==> config.mk <==
export PLATFORM = sky130hd
export DESIGN_NAME = multi_axis_step_target_sequencer
export DESIGN_NICKNAME = d
export VERILOG_FILES = /design/src/rtl/mast_pkg.sv /design/src/rtl/mast_lane.sv /design/src/rtl/mast_ctrl.sv /design/src/rtl/multi_axis_step_target_sequencer.sv
export VERILOG_INCLUDE_DIRS = /design/src /design/src/rtl
export SDC_FILE = /design/constraint.sdc
export NUM_CORES = 1
export LEC_CHECK = 0
export BUFFER_PORTS_ARGS = -buffer_cell sky130_fd_sc_hd__buf_4
export CAP_MARGIN = 20
export CORE_ASPECT_RATIO = 0.5
export CORE_UTILIZATION = 61
export CTS_BUF_LIST = sky130_fd_sc_hd__clkbuf_16
export DETAILED_ROUTE_END_ITERATION = 6
export HOLD_SLACK_MARGIN = 0.02
export PLACE_DENSITY = 0.85
export SLEW_MARGIN = 20
export SYNTH_ARGS = -nofsm -noshare
export SYNTH_HDL_FRONTEND = slang
export SYNTH_SLANG_ARGS = --single-unit
==> constraint.sdc <==
create_clock -name clk -period 8.8 [get_ports clk]
set_input_delay 1.32 -clock clk [delete_from_list [all_inputs] [get_ports clk]]
set_output_delay 1.32 -clock clk [all_outputs]
set_load 0.02 [all_outputs]
==> src/rtl/assert_macros.svh <==
// ----------------------------------------------------------------------------
// Assertion macros
// Clocked assertion shorthands, included by the top-level sequencer.
// ----------------------------------------------------------------------------
`ifndef ASSERT_MACROS_SVH
`define ASSERT_MACROS_SVH

// Property checked at every rising clock edge outside of reset.
`define ASSERT_CLK(label, prop, msg) \
    label: assert property (@(posedge clk) disable iff (!rst_n) (prop)) else $error(msg);

// Same-cycle implication checked at every rising clock edge outside of reset.
`define ASSERT_IMPLY(label, cond, expr, msg) \
    label: assert property (@(posedge clk) disable iff (!rst_n) (cond) |-> (expr)) \
        else $error(msg);

`endif

==> src/rtl/mast_pkg.sv <==
// ----------------------------------------------------------------------------
// mast_pkg
// Shared widths, codes, reset values and types of the step target sequencer.
// ----------------------------------------------------------------------------
package mast_pkg;

    localparam int AXES_DEFAULT       = 5;
    localparam int VALUE_BITS_DEFAULT = 16;

    localparam int OP_W        = 2;
    localparam int AXIS_W      = 3;
    localparam int MASK_W      = 5;
    localparam int TARGET_W    = 16;
    localparam int LIMIT_W     = 16;
    localparam int STEP_W      = 8;
    localparam int REF_W       = 3;
    localparam int FRAME_W     = 2;
    localparam int OUT_AXES    = 5;
    localparam int CFG_INDEX_W = 2;
    localparam int CFG_DATA_W  = 16;

    localparam logic [OP_W-1:0] OP_ENCODER = 2'd0;
    localparam logic [OP_W-1:0] OP_STOP    = 2'd1;
    localparam logic [OP_W-1:0] OP_LEFT    = 2'd2;
    localparam logic [OP_W-1:0] OP_RIGHT   = 2'd3;

    localparam logic [FRAME_W-1:0] FRAME_NONE   = 2'd0;
    localparam logic [FRAME_W-1:0] FRAME_PAUSE  = 2'd1;
    localparam logic [FRAME_W-1:0] FRAME_TARGET = 2'd2;

    localparam logic [CFG_INDEX_W-1:0] REG_TRAVEL_LIMIT   = 2'd0;
    localparam logic [CFG_INDEX_W-1:0] REG_ENCODER_STEP   = 2'd1;
    localparam logic [CFG_INDEX_W-1:0] REG_REFERENCE_AXIS = 2'd2;

    localparam logic signed [LIMIT_W-1:0] TRAVEL_LIMIT_RESET   = 16'sd7000;
    localparam logic [STEP_W-1:0]         ENCODER_STEP_RESET   = 8'd50;
    localparam logic [REF_W-1:0]          REFERENCE_AXIS_RESET = 3'd2;

    // Decision of the sequencer control for one item, shared by all axes.
    typedef struct packed {
        logic                move_left;
        logic                move_right;
        logic                swap;
        logic [FRAME_W-1:0]  frame_kind;
        logic                blocked;
    } mast_ctrl_t;

    // Per-axis command for one item.
    typedef struct packed {
        logic enc_hit;
        logic clk_level;
        logic dt_level;
        logic move_left;
        logic move_right;
        logic swap;
    } mast_lane_cmd_t;

endpackage

==> src/rtl/mast_lane.sv <==
// ----------------------------------------------------------------------------
// mast_lane
// State of one axis: target, previous target, step distance and encoder CLK.
// ----------------------------------------------------------------------------
module mast_lane
    import mast_pkg::*;
#(
    parameter int VALUE_BITS = VALUE_BITS_DEFAULT
)
(
    input  logic                  clk,
    input  logic                  rst_n,
    input  mast_lane_cmd_t        cmd,
    input  logic [STEP_W-1:0]     encoder_step,
    output logic [VALUE_BITS-1:0] target,
    output logic [VALUE_BITS-1:0] target_next,
    output logic [VALUE_BITS-1:0] distance
);

    logic [VALUE_BITS-1:0] target_reg;
    logic [VALUE_BITS-1:0] prev_reg;
    logic [VALUE_BITS-1:0] prev_next;
    logic [VALUE_BITS-1:0] dist_reg;
    logic [VALUE_BITS-1:0] dist_next;
    logic                  last_clk_reg;
    logic                  last_clk_next;
    logic [VALUE_BITS-1:0] step_ext;

    assign step_ext = VALUE_BITS'(encoder_step);

    always_comb
    begin
        dist_next     = dist_reg;
        last_clk_next = last_clk_reg;
        target_next   = target_reg;
        prev_next     = prev_reg;

        if (cmd.enc_hit)
        begin
            if (cmd.clk_level && !last_clk_reg)
            begin
                dist_next = cmd.dt_level ? (dist_reg - step_ext) : (dist_reg + step_ext);
            end
            last_clk_next = cmd.clk_level;
        end

        if (cmd.swap)
        begin
            target_next = prev_reg;
            prev_next   = target_reg;
        end
        else if (cmd.move_left)
        begin
            prev_next = target_reg;
            // A distance larger than the target clamps the target to zero.
            if ($signed(dist_reg) > $signed(target_reg))
            begin
                target_next = '0;
            end
            else
            begin
                target_next = target_reg - dist_reg;
            end
        end
        else if (cmd.move_right)
        begin
            prev_next   = target_reg;
            target_next = target_reg + dist_reg;
        end
    end

    always_ff @(posedge clk or negedge rst_n)
    begin
        if (!rst_n)
        begin
            target_reg   <= '0;
            prev_reg     <= '0;
            dist_reg     <= '0;
            last_clk_reg <= 1'b0;
        end
        else
        begin
            target_reg   <= target_next;
            prev_reg     <= prev_next;
            dist_reg     <= dist_next;
            last_clk_reg <= last_clk_next;
        end
    end

    assign target   = target_reg;
    assign distance = dist_reg;

endmodule

==> src/rtl/mast_ctrl.sv <==
// ----------------------------------------------------------------------------
// mast_ctrl
// Pause and direction tracking, travel limit check and frame selection.
// ----------------------------------------------------------------------------
module mast_ctrl
    import mast_pkg::*;
#(
    parameter int AXES       = AXES_DEFAULT,
    parameter int VALUE_BITS = VALUE_BITS_DEFAULT
)
(
    input  logic                                clk,
    input  logic                                rst_n,
    input  logic                                fire,
    input  logic [OP_W-1:0]                     op,
    input  logic signed [LIMIT_W-1:0]           travel_limit,
    input  logic [REF_W-1:0]                    reference_axis,
    input  logic [AXES-1:0][VALUE_BITS-1:0]     lane_target,
    input  logic [AXES-1:0][VALUE_BITS-1:0]     lane_distance,
    output mast_ctrl_t                          ctrl
);

    localparam int IDX_W = REF_W + 1;
    localparam int CMP_W = (VALUE_BITS > LIMIT_W) ? VALUE_BITS : LIMIT_W;

    logic                  paused_reg;
    logic                  paused_next;
    logic                  last_dir_reg;
    logic                  last_dir_next;
    logic                  dir;
    logic [IDX_W-1:0]      ref_idx;
    logic [VALUE_BITS-1:0] ref_target;
    logic [VALUE_BITS-1:0] ref_distance;
    logic [VALUE_BITS-1:0] ref_sum;
    logic                  below_limit;

    // A reference axis beyond the last axis saturates to the last one.
    always_comb
    begin
        ref_idx = ({1'b0, reference_axis} < IDX_W'(AXES)) ? {1'b0, reference_axis}
                                                          : IDX_W'(AXES - 1);
        ref_target   = '0;
        ref_distance = '0;
        for (int i = 0; i < AXES; i++)
        begin
            if (ref_idx == IDX_W'(i))
            begin
                ref_target   = lane_target[i];
                ref_distance = lane_distance[i];
            end
        end
    end

    assign ref_sum     = ref_target + ref_distance;
    assign below_limit = $signed(CMP_W'(travel_limit)) > $signed(CMP_W'($signed(ref_sum)));
    assign dir         = (op == OP_RIGHT);

    always_comb
    begin
        ctrl          = '0;
        paused_next   = paused_reg;
        last_dir_next = last_dir_reg;

        if (fire)
        begin
            case (op)
                OP_ENCODER:
                begin
                    ctrl.frame_kind = FRAME_NONE;
                end
                OP_STOP:
                begin
                    paused_next     = 1'b1;
                    ctrl.frame_kind = FRAME_PAUSE;
                end
                OP_LEFT, OP_RIGHT:
                begin
                    if (paused_reg)
                    begin
                        // Resume: no motion, only a swap on a direction change.
                        paused_next     = 1'b0;
                        ctrl.swap       = (last_dir_reg != dir);
                        last_dir_next   = dir;
                        ctrl.frame_kind = FRAME_TARGET;
                    end
                    else if (!dir)
                    begin
                        ctrl.move_left  = 1'b1;
                        last_dir_next   = 1'b0;
                        ctrl.frame_kind = FRAME_TARGET;
                    end
                    else if (below_limit)
                    begin
                        ctrl.move_right = 1'b1;
                        last_dir_next   = 1'b1;
                        ctrl.frame_kind = FRAME_TARGET;
                    end
                    else
                    begin
                        ctrl.blocked = 1'b1;
                    end
                end
                default:
                begin
                    ctrl.frame_kind = FRAME_NONE;
                end
            endcase
        end
    end

    always_ff @(posedge clk or negedge rst_n)
    begin
        if (!rst_n)
        begin
            paused_reg   <= 1'b0;
            last_dir_reg <= 1'b0;
        end
        else
        begin
            paused_reg   <= paused_next;
            last_dir_reg <= last_dir_next;
        end
    end

endmodule

==> src/rtl/multi_axis_step_target_sequencer.sv <==
// ----------------------------------------------------------------------------
// multi_axis_step_target_sequencer
// Five-axis step target sequencer with encoder distance control, limit check
// and pause/resume handling.
//
// The block takes one item per clock cycle while the result side does not
// stall. The accepted item sits in the input register while the axis lanes
// and the control compute the new state and the result; both load together
// as the item leaves the input register, so the next item sees the new
// state without any wait. Stall on the result side holds the result
// register; the input register still takes one more item while a result waits.
// Configuration must be written while no item is in flight.
// ----------------------------------------------------------------------------
`include "assert_macros.svh"

module multi_axis_step_target_sequencer
    import mast_pkg::*;
#(
    parameter int AXES       = AXES_DEFAULT,
    parameter int VALUE_BITS = VALUE_BITS_DEFAULT
)
(
    input  logic                          clk,
    input  logic                          rst_n,
    input  logic                          cfg_wr_en,
    input  logic [CFG_INDEX_W-1:0]        cfg_index,
    input  logic [CFG_DATA_W-1:0]         cfg_data,
    input  logic                          in_valid,
    output logic                          in_stall,
    input  logic [OP_W-1:0]               op,
    input  logic [AXIS_W-1:0]             axis,
    input  logic                          clk_level,
    input  logic                          dt_level,
    input  logic [MASK_W-1:0]             enable_mask,
    output logic                          out_valid,
    input  logic                          out_stall,
    output logic [FRAME_W-1:0]            frame_kind,
    output logic                          limit_blocked,
    output logic signed [TARGET_W-1:0]    target_axis0,
    output logic signed [TARGET_W-1:0]    target_axis1,
    output logic signed [TARGET_W-1:0]    target_axis2,
    output logic signed [TARGET_W-1:0]    target_axis3,
    output logic signed [TARGET_W-1:0]    target_axis4
);

    // Configuration registers.
    logic signed [LIMIT_W-1:0] travel_limit_reg;
    logic [STEP_W-1:0]         encoder_step_reg;
    logic [REF_W-1:0]          reference_axis_reg;

    // Input register.
    logic                  in_full_reg;
    logic [OP_W-1:0]       op_reg;
    logic [AXIS_W-1:0]     axis_reg;
    logic                  clk_level_reg;
    logic                  dt_level_reg;
    logic [MASK_W-1:0]     mask_reg;

    // Result register.
    logic                  out_valid_reg;
    logic [FRAME_W-1:0]    frame_kind_reg;
    logic                  blocked_reg;
    logic [OUT_AXES-1:0][TARGET_W-1:0] targets_reg;
    logic [OUT_AXES-1:0][TARGET_W-1:0] targets_next;

    logic                  advance;
    logic                  fire;
    logic                  in_accept;
    mast_ctrl_t            ctrl;

    logic [AXES-1:0][VALUE_BITS-1:0] lane_target;
    logic [AXES-1:0][VALUE_BITS-1:0] lane_target_next;
    logic [AXES-1:0][VALUE_BITS-1:0] lane_distance;
    mast_lane_cmd_t [AXES-1:0]       lane_cmd;

    assign advance   = !out_valid_reg || !out_stall;
    assign fire      = in_full_reg && advance;
    assign in_stall  = in_full_reg && !advance;
    assign in_accept = in_valid && !in_stall;

    always_ff @(posedge clk or negedge rst_n)
    begin
        if (!rst_n)
        begin
            travel_limit_reg   <= TRAVEL_LIMIT_RESET;
            encoder_step_reg   <= ENCODER_STEP_RESET;
            reference_axis_reg <= REFERENCE_AXIS_RESET;
        end
        else if (cfg_wr_en)
        begin
            case (cfg_index)
                REG_TRAVEL_LIMIT:   travel_limit_reg   <= $signed(cfg_data[LIMIT_W-1:0]);
                REG_ENCODER_STEP:   encoder_step_reg   <= cfg_data[STEP_W-1:0];
                REG_REFERENCE_AXIS: reference_axis_reg <= cfg_data[REF_W-1:0];
                default:
                begin
                end
            endcase
        end
    end

    always_ff @(posedge clk or negedge rst_n)
    begin
        if (!rst_n)
        begin
            in_full_reg <= 1'b0;
        end
        else if (in_accept)
        begin
            in_full_reg <= 1'b1;
        end
        else if (advance)
        begin
            in_full_reg <= 1'b0;
        end
    end

    always_ff @(posedge clk)
    begin
        if (in_accept)
        begin
            op_reg        <= op;
            axis_reg      <= axis;
            clk_level_reg <= clk_level;
            dt_level_reg  <= dt_level;
            mask_reg      <= enable_mask;
        end
    end

    mast_ctrl #(
        .AXES       (AXES),
        .VALUE_BITS (VALUE_BITS)
    ) u_ctrl (
        .clk            (clk),
        .rst_n          (rst_n),
        .fire           (fire),
        .op             (op_reg),
        .travel_limit   (travel_limit_reg),
        .reference_axis (reference_axis_reg),
        .lane_target    (lane_target),
        .lane_distance  (lane_distance),
        .ctrl           (ctrl)
    );

    for (genvar i = 0; i < AXES; i++)
    begin : g_lane
        logic enabled;

        // Enable bits exist only for the axes covered by the mask.
        if (i < MASK_W)
        begin : g_en
            assign enabled = mask_reg[i];
        end
        else
        begin : g_no_en
            assign enabled = 1'b0;
        end

        always_comb
        begin
            lane_cmd[i].enc_hit    = fire && (op_reg == OP_ENCODER)
                                     && (axis_reg == AXIS_W'(i));
            lane_cmd[i].clk_level  = clk_level_reg;
            lane_cmd[i].dt_level   = dt_level_reg;
            lane_cmd[i].move_left  = ctrl.move_left && enabled;
            lane_cmd[i].move_right = ctrl.move_right && enabled;
            lane_cmd[i].swap       = ctrl.swap && enabled;
        end

        mast_lane #(
            .VALUE_BITS (VALUE_BITS)
        ) u_lane (
            .clk          (clk),
            .rst_n        (rst_n),
            .cmd          (lane_cmd[i]),
            .encoder_step (encoder_step_reg),
            .target       (lane_target[i]),
            .target_next  (lane_target_next[i]),
            .distance     (lane_distance[i])
        );
    end

    for (genvar k = 0; k < OUT_AXES; k++)
    begin : g_out
        if (k < AXES)
        begin : g_shown
            assign targets_next[k] = TARGET_W'(lane_target_next[k]);
        end
        else
        begin : g_absent
            assign targets_next[k] = '0;
        end
    end

    always_ff @(posedge clk or negedge rst_n)
    begin
        if (!rst_n)
        begin
            out_valid_reg <= 1'b0;
        end
        else if (advance)
        begin
            out_valid_reg <= in_full_reg;
        end
    end

    always_ff @(posedge clk)
    begin
        if (fire)
        begin
            frame_kind_reg <= ctrl.frame_kind;
            blocked_reg    <= ctrl.blocked;
            targets_reg    <= targets_next;
        end
    end

    assign out_valid     = out_valid_reg;
    assign frame_kind    = frame_kind_reg;
    assign limit_blocked = blocked_reg;
    assign target_axis0  = $signed(targets_reg[0]);
    assign target_axis1  = $signed(targets_reg[1]);
    assign target_axis2  = $signed(targets_reg[2]);
    assign target_axis3  = $signed(targets_reg[3]);
    assign target_axis4  = $signed(targets_reg[4]);

    `ASSERT_CLK(a_fire_gives_result, fire |=> out_valid_reg, "item lost")
    `ASSERT_CLK(a_stop_pause, fire && op_reg == OP_STOP |=> frame_kind_reg == FRAME_PAUSE, "no pause")
    `ASSERT_IMPLY(a_blk_none, out_valid_reg && blocked_reg, frame_kind_reg == FRAME_NONE, "blocked")
    `ASSERT_IMPLY(a_stall_needs_item, in_stall, in_full_reg && out_valid_reg, "stall while empty")

endmodule
==> impl_summary.txt <==
----------------------------------------------------
[Logic synthesis]
  Synthesized net count ... 3608
  Top FF cell, synth ... dfrtp_1
  Average footprint of a synthesized cell ... 9.05 sq um
  Ys Warns ... 0
  Post-synthesis cell count ... 3219
  Top cell type's share of synthesized area ... 22.8%
  Fraction of synthesis flops using an asynchronous set or reset pin ... 74.4%
  Unique masters post-synth ... 92
  Leading area contributor after synthesis ... dfrtp_1
  Register bit total from synthesis ... 371
  Count of flip-flops with a built-in enable after synthesis ... 95
  Top area cells in the synthesized netlist ... dfrtp_1 (23%), ha_1 (15%), edfxtp_1 (9.8%)
  Cell with the most instances after synthesis ... ha_1
  Synth Cell Area ... 29100 sq um
  Leading cell types by count after synthesis ... ha_1 (338), nand2_1 (332), o21ai_0 (273)
  Sequential-to-total area share from yosys stat ... 33.6%

[Global routing]
  Overall track demand over capacity in global routing ... 38.1%
  Number of antenna violations at the first check in global routing ... 12
  First-pass GRT wire length ... 141 mm
  Number of global-route vias before repair ... 23.3k
  Total overflow reported by the global router ... 0
  Largest net degree at the start of global routing ... 89

[Final layout]
  Area of combinational cells with multiple inputs ... 17900 sq um
  Sequential standard cell area ... 9770 sq um
  Layout-stage area growth over the synthesis result ... 8.89%
  Final cell utilization of the core ... 67.5%
  Cell Count, Final, Fillers Out ... 3930
  Cell area after layout ... 31700 sq um
  Layout Nets ... 3650
  Ratio of cells with drive above 1 in the final layout ... 10.6%
  Filler instances ... 3698

[Placement]
  Detailed placement HPWL ... 72.3 mm
  Number of placed instances with taps included ... 3861
  PortBufs ... 119
  Worst slack at placement ... 1600 ps
  Final RePlAce weighted congestion ... 1.06
  Area after DPL ... 30500 sq um

[Power and ir drop]
  Static leakage power ... 0.0142 uW
  Pwr per Cell Area ... 361 nW/um^2
  Peak supply drop ... 0.000226 V

[Clocking]
  H-tree depth reported by CTS ... 2
  Clk sink count ... 371
  CTS tree ... built
  Number of buffers created by CTS ... 36
  Worst-Skew Late Latency ... 570 ps
  Number of setup buffers added after CTS ... 0
  CTS root buffer ... clkbuf_16
  Max Root-Sink Buffers ... 3
  CTS Hold Buffers Added ... 0
  Resized cells post-CTS ... 0
  CTS clk-pin slew, worst paths ... 70 ps

[Timing]
  Headroom to the max-slew limit ... 14.4%
  Fin. Hold Viols ... 0
  Post-layout min period ... 7370 ps
  Post-Route Skew ... 26.6 ps
  Total negative slack for setup checks ... 0 ps
  Final slew viol count ... 0
  Worst Slack Setup Final ... 1430 ps
  Setup repair after global routing missed its margin ... no
  F_max ... 136 MHz
  Transition time of the tightest slew-check pin ... 1280 ps
  Share of the clock period used by the worst path after layout ... 83.7%
  # setup viols final ... 0

[Run status]
  Status ... complete, no violations

[Detailed routing]
  Number of vias per cell ... 6.43
  Number of detailed-routing iterations run before antenna repair ... 6
  Final ANT Viol Nets ... 0
  DRC marker count from the first detailed-route iteration ... 2989
  Post-detailed-route DRC marker count ... 0
  Via count of the routed design ... 25.3k
  Total Wirelength ... 93.3 mm
  Detail-routed net length per standard cell ... 23.7 microns

[Worst setup path]
  Critical Path RT ... 9090 ps
  Cells traversed along the worst timing path ... mux4_2 > mux2_2 > ha_1 > fa_1 > a21o_1 > a21oi_1 > o21bai_1 > a31o_2 > a311o_1 > a31oi_1 > o21bai_1 > xnor2_1 > ha_1 > nand4_2 > nor4_2 > o21ai_0 > nand3_1 > buf_4 > mux2i_4 > nor3_4 > buf_4 > a221o_1
  Crit path DAT ... 7660 ps
  Biggest cell delay along the critical path ... 1090 ps
  Crit path depth ... 22
  Length in cells of the worst reg-to-reg path ... 22
  Highest-delay cell along the critical path ... dfstp_2
  Category of the worst setup path capture point ... register
  WP buf/inv ... 2
  Startpoint-to-endpoint class of the critical path ... reg -> reg
  Critical path launch point type ... register
  Cell class contributing the biggest share of worst-path delay ... compound AO/OA/AOI/OAI gates
  Maximum net fanout on the critical path ... 33

[Floorplanning]
  Height of the chip ... 157 microns
  Core ar. ... 47000 sq um
  Number of placed I/O pins ... 120
  Width of the die ... 311 microns
  Total Die Area ... 48700 sq um
  Initial Utilization ... 62.0%
  Rows ... 56

[Min path]
  Min-Delay Path Depth ... 2
  Hold Crit Class ... reg -> reg

[Run]
  Number of max-capacitance violations reported ... 0

----------------------------------------------------
==> metrics by stage <==
| step | total power (uW) | hold slack, ps |
|---|---|---|
| floorplan | 7540 | 442 |
| global placement | 9370 | 462 |
| detailed placement | 9500 | 471 |
| CTS | 11200 | 486 |
| global route | 12100 | 497 |
| finish | 11400 | 480 |
==> worst register-to-register path: stages, from the launching register on <==
cell,delay (ps)
dfstp_2,1090
mux4_2,460
mux2_2,280
ha_1,220
fa_1,470
a21o_1,190
a21oi_1,220
o21bai_1,110
a31o_2,280
a311o_1,330
a31oi_1,180
o21bai_1,100
xnor2_1,130
ha_1,310
nand4_2,140
nor4_2,390
o21ai_0,170
nand3_1,250
buf_4,310
mux2i_4,690
nor3_4,190
buf_4,260
a221o_1,330
==> cell usage in the layout (no fill, tap or decap), types with 36 or more instances in the layout <==
cell       netlist  final
buf_4            3    143
inv_1          247    254
mux2i_1         37     36
a31oi_1         40     40
dfrtp_1        265    265
mux2_2          48     48
xor2_1          64     64
nor2_1         223    222
a21o_1          40     40
ha_1           338    338
nor3_1          71     71
nand2_1        332    332
nand2b_1        42     42
o21ai_0        273    273
nand3_1         39     39
xnor2_1        132    130
clkbuf_16        0     37
edfxtp_1        95     95
o211ai_1        42     42
a21oi_1        196    196
==> final timing paths <==
check,startpoint,end,slack [ps]
max,reference_axis_reg[1],target_axis4[0],1430
min,g_lane[0].u_lane.prev_reg[0],g_lane[0].u_lane.prev_reg[0],480
max reg2reg,reference_axis_reg[1],target_axis4[0],1430
min reg2reg,g_lane[0].u_lane.prev_reg[0],g_lane[0].u_lane.prev_reg[0],480
max in group asynchronous,rst_n,g_lane[2].u_lane.prev_reg[10],6580
min in group asynchronous,rst_n,g_lane[4].u_lane.target[8],780
==> per-layer routing <==
layer,global-route usage (%),vias to the layer above,share of wire (%),wire length [microns]
met2,55.8,1106,42,39300
met5,0,-,0.031,29
met3,10.5,184,11,10500
li1,-,11600,-,-
met1,55.0,12400,44,41100
met4,10.9,4,2.6,2400
==> report_power, final <==
group	switching, uW	total (uW)	internal, uW
clock	730	1710	976
combinational	4020	6630	2610
sequential	702	3100	2390
total	5460	11400	5980
==> cell families (layout without fill, tap and decap cells) <==
| family | count (synthesis) | count (layout) | synth area share (%) |
|---|---|---|---|
| flip-flops | 371 | 371 | 33.6 |
| AO/OA/AOI/OAI | 891 | 891 | 19.5 |
| buffers and inverters | 388 | 456 | 5.26 |
| AND/OR/NAND/NOR | 897 | 897 | 14.3 |
| XOR/XNOR | 196 | 196 | 5.89 |
| other | 0 | 5 | 0 |
| multiplexers | 122 | 122 | 5.88 |
| adder cells (fa/ha/maj) | 354 | 354 | 15.6 |
==> final cells by class <==
| type | instances | area share (%) |
|---|---|---|
| Antenna cell | 5 | 0.0394 |
| Clock buffer | 37 | 2.92 |
| Clock inverter | 27 | 1.01 |
| Inverter | 248 | 2.93 |
| Multi-Input combinational cell | 2460 | 56.3 |
| Sequential cell | 371 | 30.8 |
| Tap cell | 638 | 2.52 |
| Timing Repair Buffer | 144 | 3.43 |
Note: power is estimated with default switching activity, not from simulation.
